## src/design/oldk_pkg.sv

```systemverilog
// shared types and constants for the ordered list with delete by key
package oldk_pkg;

  localparam int unsigned MODE_W  = 2;
  localparam int unsigned KEY_W   = 32;
  localparam int unsigned VALUE_W = 32;
  localparam int unsigned POS_W   = 6;
  localparam int unsigned CNT_W   = 7;

  typedef enum logic [MODE_W-1:0] {
    MODE_APPEND = 2'd0,
    MODE_REMOVE = 2'd1,
    MODE_READ   = 2'd2
  } mode_e;

  typedef enum logic [1:0] {
    KIND_APPEND = 2'd0,
    KIND_REMOVE = 2'd1,
    KIND_ENTRY  = 2'd2
  } kind_e;

  typedef enum logic [1:0] {
    STAT_OK        = 2'd0,
    STAT_FULL      = 2'd1,
    STAT_NOT_FOUND = 2'd2,
    STAT_EMPTY     = 2'd3
  } status_e;

  typedef struct packed {
    mode_e            op;
    logic [KEY_W-1:0] key;
  } cmd_t;

  typedef struct packed {
    kind_e              kind;
    status_e            status;
    logic [VALUE_W-1:0] value;
    logic [POS_W-1:0]   position;
    logic [CNT_W-1:0]   count;
    logic               last;
  } res_t;

endpackage

```

## src/design/oldk_fifo.sv

```systemverilog
// small synchronous first-in first-out queue of fixed-width words
module oldk_fifo #(
  parameter int unsigned WIDTH  = 8,
  parameter int unsigned ADDR_W = 1
) (
  input  logic             clk_i,
  input  logic             rst_ni,
  input  logic             wr_i,
  input  logic [WIDTH-1:0] wdata_i,
  output logic             full_o,
  input  logic             rd_i,
  output logic [WIDTH-1:0] rdata_o,
  output logic             empty_o
);

  localparam int unsigned ENTRIES = 2 ** ADDR_W;
  localparam int unsigned FILL_W  = ADDR_W + 1;

  logic [WIDTH-1:0]  mem_q [ENTRIES];
  logic [ADDR_W-1:0] wr_ptr_q, rd_ptr_q;
  logic [FILL_W-1:0] fill_q;
  logic              wr_en, rd_en;

  assign full_o  = (fill_q == FILL_W'(ENTRIES));
  assign empty_o = (fill_q == '0);
  assign wr_en   = wr_i & ~full_o;
  assign rd_en   = rd_i & ~empty_o;
  assign rdata_o = mem_q[rd_ptr_q];

  always_ff @(posedge clk_i) begin
    if (wr_en) begin
      mem_q[wr_ptr_q] <= wdata_i;
    end
  end

  always_ff @(posedge clk_i or negedge rst_ni) begin
    if (!rst_ni) begin
      wr_ptr_q <= '0;
      rd_ptr_q <= '0;
      fill_q   <= '0;
    end else begin
      if (wr_en) begin
        wr_ptr_q <= wr_ptr_q + ADDR_W'(1);
      end
      if (rd_en) begin
        rd_ptr_q <= rd_ptr_q + ADDR_W'(1);
      end
      if (wr_en && !rd_en) begin
        fill_q <= fill_q + FILL_W'(1);
      end else if (rd_en && !wr_en) begin
        fill_q <= fill_q - FILL_W'(1);
      end
    end
  end

endmodule

```

## src/design/oldk_front.sv

```systemverilog
// front end: accepts input transactions, decodes the mode and queues commands
module oldk_front (
  input  logic                              clk_i,
  input  logic                              rst_ni,
  input  logic                              push_i,
  output logic                              full_o,
  input  logic [oldk_pkg::MODE_W-1:0]       mode_i,
  input  logic [oldk_pkg::KEY_W-1:0]        key_value_i,
  output logic                              cmd_valid_o,
  output oldk_pkg::cmd_t                    cmd_o,
  input  logic                              cmd_pop_i
);

  oldk_pkg::cmd_t              cmd_in;
  logic                        cmd_wr;
  logic                        cmd_empty;
  logic [$bits(oldk_pkg::cmd_t)-1:0] cmd_rdata;

  always_comb begin
    cmd_in.key = key_value_i;
    cmd_in.op  = oldk_pkg::MODE_APPEND;
    cmd_wr     = 1'b0;
    unique case (mode_i)
      oldk_pkg::MODE_APPEND: begin
        cmd_in.op = oldk_pkg::MODE_APPEND;
        cmd_wr    = push_i;
      end
      oldk_pkg::MODE_REMOVE: begin
        cmd_in.op = oldk_pkg::MODE_REMOVE;
        cmd_wr    = push_i;
      end
      oldk_pkg::MODE_READ: begin
        cmd_in.op = oldk_pkg::MODE_READ;
        cmd_wr    = push_i;
      end
      default: begin
        // unused mode is taken and dropped
        cmd_wr = 1'b0;
      end
    endcase
  end

  oldk_fifo #(
    .WIDTH  ($bits(oldk_pkg::cmd_t)),
    .ADDR_W (1)
  ) u_cmd_fifo (
    .clk_i   (clk_i),
    .rst_ni  (rst_ni),
    .wr_i    (cmd_wr),
    .wdata_i (cmd_in),
    .full_o  (full_o),
    .rd_i    (cmd_pop_i),
    .rdata_o (cmd_rdata),
    .empty_o (cmd_empty)
  );

  assign cmd_valid_o = ~cmd_empty;
  assign cmd_o       = oldk_pkg::cmd_t'(cmd_rdata);

endmodule

```

## src/design/oldk_back.sv

```systemverilog
// back end: list storage, search, compaction and readout sequencing
module oldk_back #(
  parameter int unsigned DEPTH     = 32,
  parameter int unsigned KEY_WIDTH = 32
) (
  input  logic           clk_i,
  input  logic           rst_ni,
  input  logic           cmd_valid_i,
  input  oldk_pkg::cmd_t cmd_i,
  output logic           cmd_pop_o,
  input  logic           res_full_i,
  output logic           res_push_o,
  output oldk_pkg::res_t res_o
);

  localparam int unsigned CW = $clog2(DEPTH + 1);
  localparam int unsigned IW = (DEPTH > 1) ? $clog2(DEPTH) : 1;

  typedef enum logic [3:0] {
    S_IDLE   = 4'b0001,
    S_SEARCH = 4'b0010,
    S_SHIFT  = 4'b0100,
    S_READ   = 4'b1000
  } state_e;

  state_e                state_q, state_d;
  logic [CW-1:0]         count_q, count_d;
  logic [IW-1:0]         rd_idx_q, rd_idx_d;
  logic [KEY_WIDTH-1:0]  key_q;
  logic [KEY_WIDTH-1:0]  key_in;
  logic [DEPTH-1:0]      match_q;
  logic [KEY_WIDTH-1:0]  entries_q [DEPTH];

  logic [DEPTH-1:0]      first_oh;
  logic [DEPTH-1:0]      shift_mask;
  logic [IW-1:0]         hit_idx;
  logic                  hit;
  logic                  append_we;
  logic                  shift_en;
  logic                  rd_last;

  assign key_in = KEY_WIDTH'(cmd_i.key);

  // lowest matching position
  assign first_oh   = match_q & (~match_q + DEPTH'(1));
  assign shift_mask = ~(first_oh - DEPTH'(1));
  assign hit        = |match_q;

  always_comb begin
    hit_idx = '0;
    for (int i = 0; i < DEPTH; i++) begin
      if (first_oh[i]) begin
        hit_idx = hit_idx | IW'(i);
      end
    end
  end

  assign rd_last = ((CW'(rd_idx_q) + CW'(1)) == count_q);

  always_comb begin
    state_d        = state_q;
    count_d        = count_q;
    rd_idx_d       = rd_idx_q;
    cmd_pop_o      = 1'b0;
    res_push_o     = 1'b0;
    append_we      = 1'b0;
    shift_en       = 1'b0;
    res_o.kind     = oldk_pkg::KIND_APPEND;
    res_o.status   = oldk_pkg::STAT_OK;
    res_o.value    = '0;
    res_o.position = '0;
    res_o.count    = oldk_pkg::CNT_W'(count_q);
    res_o.last     = 1'b1;
    unique case (state_q)
      S_IDLE: begin
        if (cmd_valid_i) begin
          unique case (cmd_i.op)
            oldk_pkg::MODE_APPEND: begin
              if (!res_full_i) begin
                cmd_pop_o  = 1'b1;
                res_push_o = 1'b1;
                res_o.kind = oldk_pkg::KIND_APPEND;
                if (count_q == CW'(DEPTH)) begin
                  res_o.status = oldk_pkg::STAT_FULL;
                end else begin
                  append_we   = 1'b1;
                  count_d     = count_q + CW'(1);
                  res_o.count = oldk_pkg::CNT_W'(count_d);
                end
              end
            end
            oldk_pkg::MODE_REMOVE: begin
              cmd_pop_o = 1'b1;
              state_d   = S_SEARCH;
            end
            oldk_pkg::MODE_READ: begin
              if (count_q == '0) begin
                if (!res_full_i) begin
                  cmd_pop_o    = 1'b1;
                  res_push_o   = 1'b1;
                  res_o.kind   = oldk_pkg::KIND_ENTRY;
                  res_o.status = oldk_pkg::STAT_EMPTY;
                end
              end else begin
                cmd_pop_o = 1'b1;
                rd_idx_d  = '0;
                state_d   = S_READ;
              end
            end
            default: begin
              cmd_pop_o = 1'b1;
            end
          endcase
        end
      end
      S_SEARCH: begin
        state_d = S_SHIFT;
      end
      S_SHIFT: begin
        if (!res_full_i) begin
          res_push_o = 1'b1;
          res_o.kind = oldk_pkg::KIND_REMOVE;
          if (hit) begin
            shift_en       = 1'b1;
            count_d        = count_q - CW'(1);
            res_o.position = oldk_pkg::POS_W'(hit_idx);
            res_o.count    = oldk_pkg::CNT_W'(count_d);
          end else begin
            res_o.status = oldk_pkg::STAT_NOT_FOUND;
          end
          state_d = S_IDLE;
        end
      end
      S_READ: begin
        if (!res_full_i) begin
          res_push_o     = 1'b1;
          res_o.kind     = oldk_pkg::KIND_ENTRY;
          res_o.value    = oldk_pkg::VALUE_W'(entries_q[rd_idx_q]);
          res_o.position = oldk_pkg::POS_W'(rd_idx_q);
          res_o.last     = rd_last;
          if (rd_last) begin
            state_d = S_IDLE;
          end else begin
            rd_idx_d = rd_idx_q + IW'(1);
          end
        end
      end
      default: begin
        state_d = S_IDLE;
      end
    endcase
  end

  always_ff @(posedge clk_i or negedge rst_ni) begin
    if (!rst_ni) begin
      state_q  <= S_IDLE;
      count_q  <= '0;
      rd_idx_q <= '0;
    end else begin
      state_q  <= state_d;
      count_q  <= count_d;
      rd_idx_q <= rd_idx_d;
    end
  end

  always_ff @(posedge clk_i) begin
    if (cmd_pop_o) begin
      key_q <= key_in;
    end
    if (state_q == S_SEARCH) begin
      for (int i = 0; i < DEPTH; i++) begin
        match_q[i] <= (entries_q[i] == key_q) && (CW'(i) < count_q);
      end
    end
  end

  always_ff @(posedge clk_i) begin
    if (append_we) begin
      entries_q[count_q[IW-1:0]] <= key_in;
    end else if (shift_en) begin
      for (int j = 0; j < DEPTH - 1; j++) begin
        if (shift_mask[j]) begin
          entries_q[j] <= entries_q[j+1];
        end
      end
    end
  end

endmodule

```

## src/design/ordered_list_delete_by_key.sv

```systemverilog
// Ordered identifier list with delete by key. Both sides behave as queues: a
// transaction enters on push while full is low and results leave on pop while
// empty is low. A two-entry command queue separates decoding from execution and
// a two-entry result queue separates execution from the consumer. In the
// execution sequencer a remove passes through a search state that registers
// the parallel key compare and a shift state that locates the first match,
// closes the gap and reports, and a readout sends one entry per cycle from
// the list registers while the result queue has room, or one empty result
// when the list is empty. Mode 3 is accepted and discarded with no result.
module ordered_list_delete_by_key #(
  parameter int unsigned DEPTH     = 32,
  parameter int unsigned KEY_WIDTH = 32
) (
  input  logic                          clk_i,
  input  logic                          rst_ni,
  input  logic                          push,
  output logic                          full,
  input  logic [oldk_pkg::MODE_W-1:0]   mode_i,
  input  logic [oldk_pkg::KEY_W-1:0]    key_value_i,
  output logic                          empty,
  input  logic                          pop,
  output logic [1:0]                    kind_o,
  output logic [1:0]                    status_o,
  output logic [oldk_pkg::VALUE_W-1:0]  entry_value_o,
  output logic [oldk_pkg::POS_W-1:0]    position_o,
  output logic [oldk_pkg::CNT_W-1:0]    entry_count_o,
  output logic                          last_o
);

  oldk_pkg::cmd_t cmd;
  oldk_pkg::res_t res_in, res_out;
  logic           cmd_valid, cmd_pop;
  logic           res_push, res_full;
  logic [$bits(oldk_pkg::res_t)-1:0] res_rdata;

  oldk_front u_front (
    .clk_i       (clk_i),
    .rst_ni      (rst_ni),
    .push_i      (push),
    .full_o      (full),
    .mode_i      (mode_i),
    .key_value_i (key_value_i),
    .cmd_valid_o (cmd_valid),
    .cmd_o       (cmd),
    .cmd_pop_i   (cmd_pop)
  );

  oldk_back #(
    .DEPTH     (DEPTH),
    .KEY_WIDTH (KEY_WIDTH)
  ) u_back (
    .clk_i       (clk_i),
    .rst_ni      (rst_ni),
    .cmd_valid_i (cmd_valid),
    .cmd_i       (cmd),
    .cmd_pop_o   (cmd_pop),
    .res_full_i  (res_full),
    .res_push_o  (res_push),
    .res_o       (res_in)
  );

  oldk_fifo #(
    .WIDTH  ($bits(oldk_pkg::res_t)),
    .ADDR_W (1)
  ) u_res_fifo (
    .clk_i   (clk_i),
    .rst_ni  (rst_ni),
    .wr_i    (res_push),
    .wdata_i (res_in),
    .full_o  (res_full),
    .rd_i    (pop),
    .rdata_o (res_rdata),
    .empty_o (empty)
  );

  assign res_out       = oldk_pkg::res_t'(res_rdata);
  assign kind_o        = res_out.kind;
  assign status_o      = res_out.status;
  assign entry_value_o = res_out.value;
  assign position_o    = res_out.position;
  assign entry_count_o = res_out.count;
  assign last_o        = res_out.last;

endmodule

```

## config.mk

```make
export PLATFORM = sky130hd
export DESIGN_NAME = ordered_list_delete_by_key
export DESIGN_NICKNAME = d
export VERILOG_FILES = /design/src/design/oldk_pkg.sv /design/src/design/oldk_fifo.sv /design/src/design/oldk_front.sv /design/src/design/oldk_back.sv /design/src/design/ordered_list_delete_by_key.sv
export SDC_FILE = /design/constraint.sdc
export NUM_CORES = 2
export LEC_CHECK = 0
export ABC_CLOCK_PERIOD_IN_PS = 13200
export BUFFER_PORTS_ARGS = -buffer_cell sky130_fd_sc_hd__clkbuf_2
export CORE_MARGIN = 4
export CORE_UTILIZATION = 60
export DETAILED_ROUTE_END_ITERATION = 16
export PLACE_DENSITY = 0.76
export SLEW_MARGIN = 10
export SYNTH_ARGS = -nofsm -noshare
export SYNTH_HDL_FRONTEND = slang
export SYNTH_HIERARCHICAL = 1
export SYNTH_SLANG_ARGS = --single-unit
```

## constraint.sdc

```tcl
create_clock -name clk_i -period 13.2 [get_ports clk_i]
set_input_delay 1.98 -clock clk_i [delete_from_list [all_inputs] [get_ports clk_i]]
set_output_delay 1.98 -clock clk_i [all_outputs]
set_load 0.01 [all_outputs]
```

# Yosys cells after proc, flatten, opt, wreduce, memory -nomap -nowiden
# Memories as Yosys holds them, arrays and structs flattened.
# Index checks and enable logic that the tools add are counted.
# W data, S select, Z words.
[word_totals] input_bits=38 mem_count=3 mem_bits_rw=1192 word_cells=517 reg_bits=87 out_inout_bits=52
[op_classes] n_eq_ne=57 muxes=334 n_lt_le_gt_ge=32 add_sub_neg=14 bitwise_logic=11 n_reduce_logical=55
[mem_list] name="u_back.entries_q" depth=32 word_bits=32 read_ports=33 rd_ports_with_merged_regs=0 wr=31 line="oldk_back.sv:32" text="logic [KEY_WIDTH-1:0] entries_q [DEPTH];"
[mem_list] name="u_res_fifo.mem_q" depth=2 word_bits=50 read_ports=1 rd_ports_with_merged_regs=0 wr=1 line="oldk_fifo.sv:19" text="logic [WIDTH-1:0] mem_q [ENTRIES];"
[mem_list] name="u_front.u_cmd_fifo.mem_q" depth=2 word_bits=34 read_ports=1 rd_ports_with_merged_regs=0 wr=1 line="oldk_fifo.sv:19"
[op_table] operator="$eq A32 B32 Y1" n=32
[op_table] operator="$mux W1" n=185
[op_table] operator="$mux W4" n=40
[op_table] operator="$mux W5" n=31
[op_table] operator="$mux W6" n=20
[op_table] operator="$lt A5 B6 Y1 const A" n=16
[op_table] operator="$mux W7" n=13
[op_table] operator="$mux W38" n=2
[op_table] operator="$mux W32" n=2
[op_table] operator="$reduce_or A32 Y1" n=2
[op_table] operator="$mux W13" n=4
[op_table] operator="$lt A4 B6 Y1 const A" n=8
[op_table] operator="$logic_and A1 B1 Y1" n=36
[op_table] operator="$mux W2" n=18
[op_table] operator="$add A32 B1 Y32 const B" n=1
[op_table] operator="$and A32 B32 Y32" n=1
[op_table] operator="$not A32 Y32" n=1
[op_table] operator="$not A31 Y31" n=1
[op_table] operator="$sub A31 B1 Y31 const B" n=1
[op_table] operator="$lt A3 B6 Y1 const A" n=4
[op_table] operator="$pmux W6 S2" n=2
[op_table] operator="$ne A2 B2 Y1 const B" n=9
[op_table] operator="$pmux W4 S2" n=2
[op_table] operator="$pmux W4 S4" n=1
[op_table] operator="other kinds (36)" n=71

# Longest topological paths before layout
[depth] depth_word=40 mapped_depth=15 mapped_depth_nobuf=13

# Hierarchy
# Netlist, hierarchy kept.
[modules_own_cells] module="oldk_back" cells_per_inst=4614 n_inst=1 area_each_um2=66670.2 seq_area_each_um2=33047.9
[modules_own_cells] module="oldk_fifo (u_res_fifo)" cells_per_inst=175 n_inst=1 area_each_um2=4057.6 seq_area_each_um2=3103.0
[modules_own_cells] module="oldk_fifo (u_front.u_cmd_fifo)" cells_per_inst=125 n_inst=1 area_each_um2=2801.4 seq_area_each_um2=2142.1
[modules_own_cells] module="oldk_front" cells_per_inst=4 n_inst=1 area_each_um2=26.3 seq_area_each_um2=0.0

# Worst setup path before layout
# Ideal clock, no wire load.
[synth_path] path_type="flip-flop to flip-flop" from="register u_front.u_cmd_fifo.rd_ptr_q" to="memory u_back.entries_q[0][0], enable pin" setup_ps=511 arrival_time_ps=5403 setup_slack_ps=7287 path_stages_with_launch=11 synth_period_minus_slack_ps=5913 t_required_ps=12689 path_buffers=3 path_cell_list="dfrtp_1 -> buf_6 -> buf_12 -> mux2_4 -> inv_1 -> ha_1 -> nand4b_1 -> nor4_1 -> nand2b_1 -> clkbuf_1 -> o41ai_1"
[synth_rtl] element="from (decl)" line="oldk_fifo.sv:20" text="logic [ADDR_W-1:0] wr_ptr_q, rd_ptr_q;"
[synth_rtl] element="from (signal assigned)" line="oldk_fifo.sv:46" text="rd_ptr_q <= rd_ptr_q + ADDR_W'(1);"
[synth_rtl] element="to (decl)" line="oldk_back.sv:32"

==> flow_summary.toml <==
[cells_and_area]
drive_above_1_share_pct = 32.3
final_common_cell = "edfxtp_1"
n_fill_cell = 8644
regArea_um2 = 38300
fin_nets = 4906
syn_to_final_growth_pct = 9.38
layout_common_cells = "1256 x edfxtp_1, 706 x mux2_2, 652 x xor2_1, 391 x xnor2_1, 320 x mux4_2"
multi_input_area_um2 = 33600

[setup_path]
arrival_ns = 5.50
end_kind = "flop"
worst_ep_required_time_ns = 13.63
ff2ff_path_depth = 8
worstPathMaxFanout = 32
worstSetupPathType = "flop to flop"
startpoint_type = "flop"

[cts]
clk_latency_ns = 0.82
cts_tree = "yes"
cts_post_setup_buffers_inserted = 0
root_buffer = "clkbuf_16"
clk_pin_slew_worst_paths_ns = 0.07
cts_buffers = 141
cts_buffer_depth = 3
cts_hold_buf = 0
htree_levels = 4
clock_sinks = 1279
post_cts_resized = 0

[pwr]
power_density_nw_per_um2 = 217
fin_total_pwr_uw = 17500
p_leak_uw = 0.0263
pwr-share-clk_pct = 23.6
vdd_ir_drop_max_uv = 276
p_seq_share_pct = 32.0
pwr-share-comb_pct = 44.4
p_sw_uw = 7240
p_int_uw = 10200
swShare_pct = 41.4

[logic_synthesis]
yosysTopAreaCell = "edfxtp_1"
syn_avg_cell_area_um2 = 15.0
ys_seq_area_share_pct = 52.1
yosysUniqueCellTypes = 75
synth_seq_cells = 1279
syn_inst = 4918
yosysWarnings = 6
synthTopCellsByArea = "edfxtp_1 51%, mux2_2 11%, mux4_2 9.8%"
synth_edf_count = 1256
netlist.area_leader.share_pct = 51.3
ys.flop_type = "edfxtp_1"
synthesis.area_um2 = 73600
synthArstFlopShare_pct = 1.80

[route]
first_pass_iters = 6
routed_via_density = 7.82
wl_per_cell_um = 46.2
routed_wl_um = 306000
drtAntennaViolNets = 0
vias = 51900
drc = 0
drt_iter0_drc = 10900

[timing]
grt_setup_unrepaired = "no"
fin_tns_setup_ns = 0
slew_headroom_pct = 9.67
hold_viol_final = 0
tightest_slew_ns = 1.32
period_share_pct = 38.5
maxSlewViolCount = 0
setup_viol = 0
fmax_ghz = 0.197
fin_worst_skew_ns = 0.0472
min_period_ns = 5.08

[place]
io_buffers = 89
place_hpwl_um = 208000
gp_congestion = 1.07

[floorplan]
die_w_um = 358
die_h_um = 358
die_area_um2 = 128000
initial_core_util_pct = 60.4
rows = 128
pin_count = 90
core_um2 = 122000

[min_path]
holdPathStages = 1
hold_path.class = "flop to flop"

[global_routing]
grtUsageTotal_pct = 47.4
grt_pass1_wl_um = 410000
gr-total-overflow = 0
grt_max_degree = 126
antenna_found_initial = 42
grt_pass1_vias = 48300

[run_status]
status = "finished, final reports clean"

[flow_run]
drv_cap = 0
-- layout make-up --
| type | instances | share of cell area, % |
|---|---|---|
| well taps | 1625 | 2.53 |
| flip-flops and latches | 1279 | 47.6 |
| clock inverters | 85 | 0.995 |
| multi-input cells | 3176 | 41.8 |
| inverters | 23 | 0.110 |
| clock buffers | 173 | 4.89 |
| diodes | 30 | 0.0933 |
| repair buffers | 238 | 1.99 |
-- path summary, 6_finish.rpt --
kind                                              from  slack [ns]                           to
max reg2reg                          u_back/count_q[1]        8.12      u_back/entries_q[1][27]
max in group asynchronous                       rst_ni       11.48          u_res_fifo/rd_ptr_q
max                                  u_back/count_q[1]        8.12      u_back/entries_q[1][27]
min in group asynchronous                       rst_ni        1.20            u_back/count_q[2]
min                        u_front/u_cmd_fifo/wr_ptr_q        0.56  u_front/u_cmd_fifo/wr_ptr_q
min reg2reg                u_front/u_cmd_fifo/wr_ptr_q        0.56  u_front/u_cmd_fifo/wr_ptr_q
-- routing by layer --
metal  track usage, %  up-vias  share of wire (%)
met1             57.9    26000                 32
met2             63.4     5651                 39
met4             30.9       32                8.8
met5                0        -              0.070
li1                 -    18900                  -
met3             27.7     1310                 19
-- worst max-delay path, cell delays in order, from the launching register on --
cell and delay, ns:
dfrtp_1 1.23, inv_1 0.23, ha_1 0.28, inv_1 0.36
nor4b_1 0.16, nand2b_1 0.72, nor3_1 1.02, a21o_1 0.22
buf_4 0.43
-- synthesized netlist by cell type (45+ instances only) --
library cell	number
edfxtp_1	1256
mux2_2	706
xor2_1	652
xnor2_1	391
mux4_2	320
mux2_1	290
clkbuf_1	276
nor4_1	187
nand4_1	114
buf_1	96
mux2_4	78
nor2_1	63
nand2_1	59
buf_2	56
nor3_1	45
-- state kept, by name, summed over array words and instances, names as in the netlist, 2 cells and up --
name / cells
u_front/u_cmd_fifo/fill_q: 2
u_back/state_q: 4
u_back/count_q: 6
u_back/rd_idx_q: 5
u_res_fifo/fill_q: 2
u_front/u_cmd_fifo/mem_q: 68
u_back/entries_q: 1024
u_back/key_q: 32
u_back/match_q: 32
u_res_fifo/mem_q: 100
-- power by group through the flow --
stage | sequential (µW) | combinational, µW | clock, µW
6_report | 5600 | 7760 | 4120
5_1_grt | 5610 | 7690 | 4300
4_1_cts | 5580 | 7220 | 4120
3_5_place_dp | 5660 | 7170 | 0
3_3_place_gp | 5640 | 7080 | 0
2_1_floorplan | 5430 | 4460 | 0
-- cells by family after synthesis --
kind of cell	share of synthesized area, %
mux	26.7
compound gates	1.76
flops	52.1
fa+ha+maj	0.153
simple gates	4.27
xor+xnor	12.4
buf+inv	2.68
other cells	0.00510
-- stage by stage --
stage                     worst slack (ns)  utilization (%)  hold WS (ns)  cells  cell area, µm²
after global placement                8.58             62.1         0.504   6340           75600
final                                 8.12             66.1         0.556   6629           80500
after floorplan                       7.29                -         0.461   4919           73600
after detailed placement              8.48             62.2         0.522   6341           75600
after global routing                  8.24             66.0         0.569   6599           80400
after CTS                             8.31             66.0         0.551   6599           80400
No activity file was read; power rests on OpenSTA's default activity.
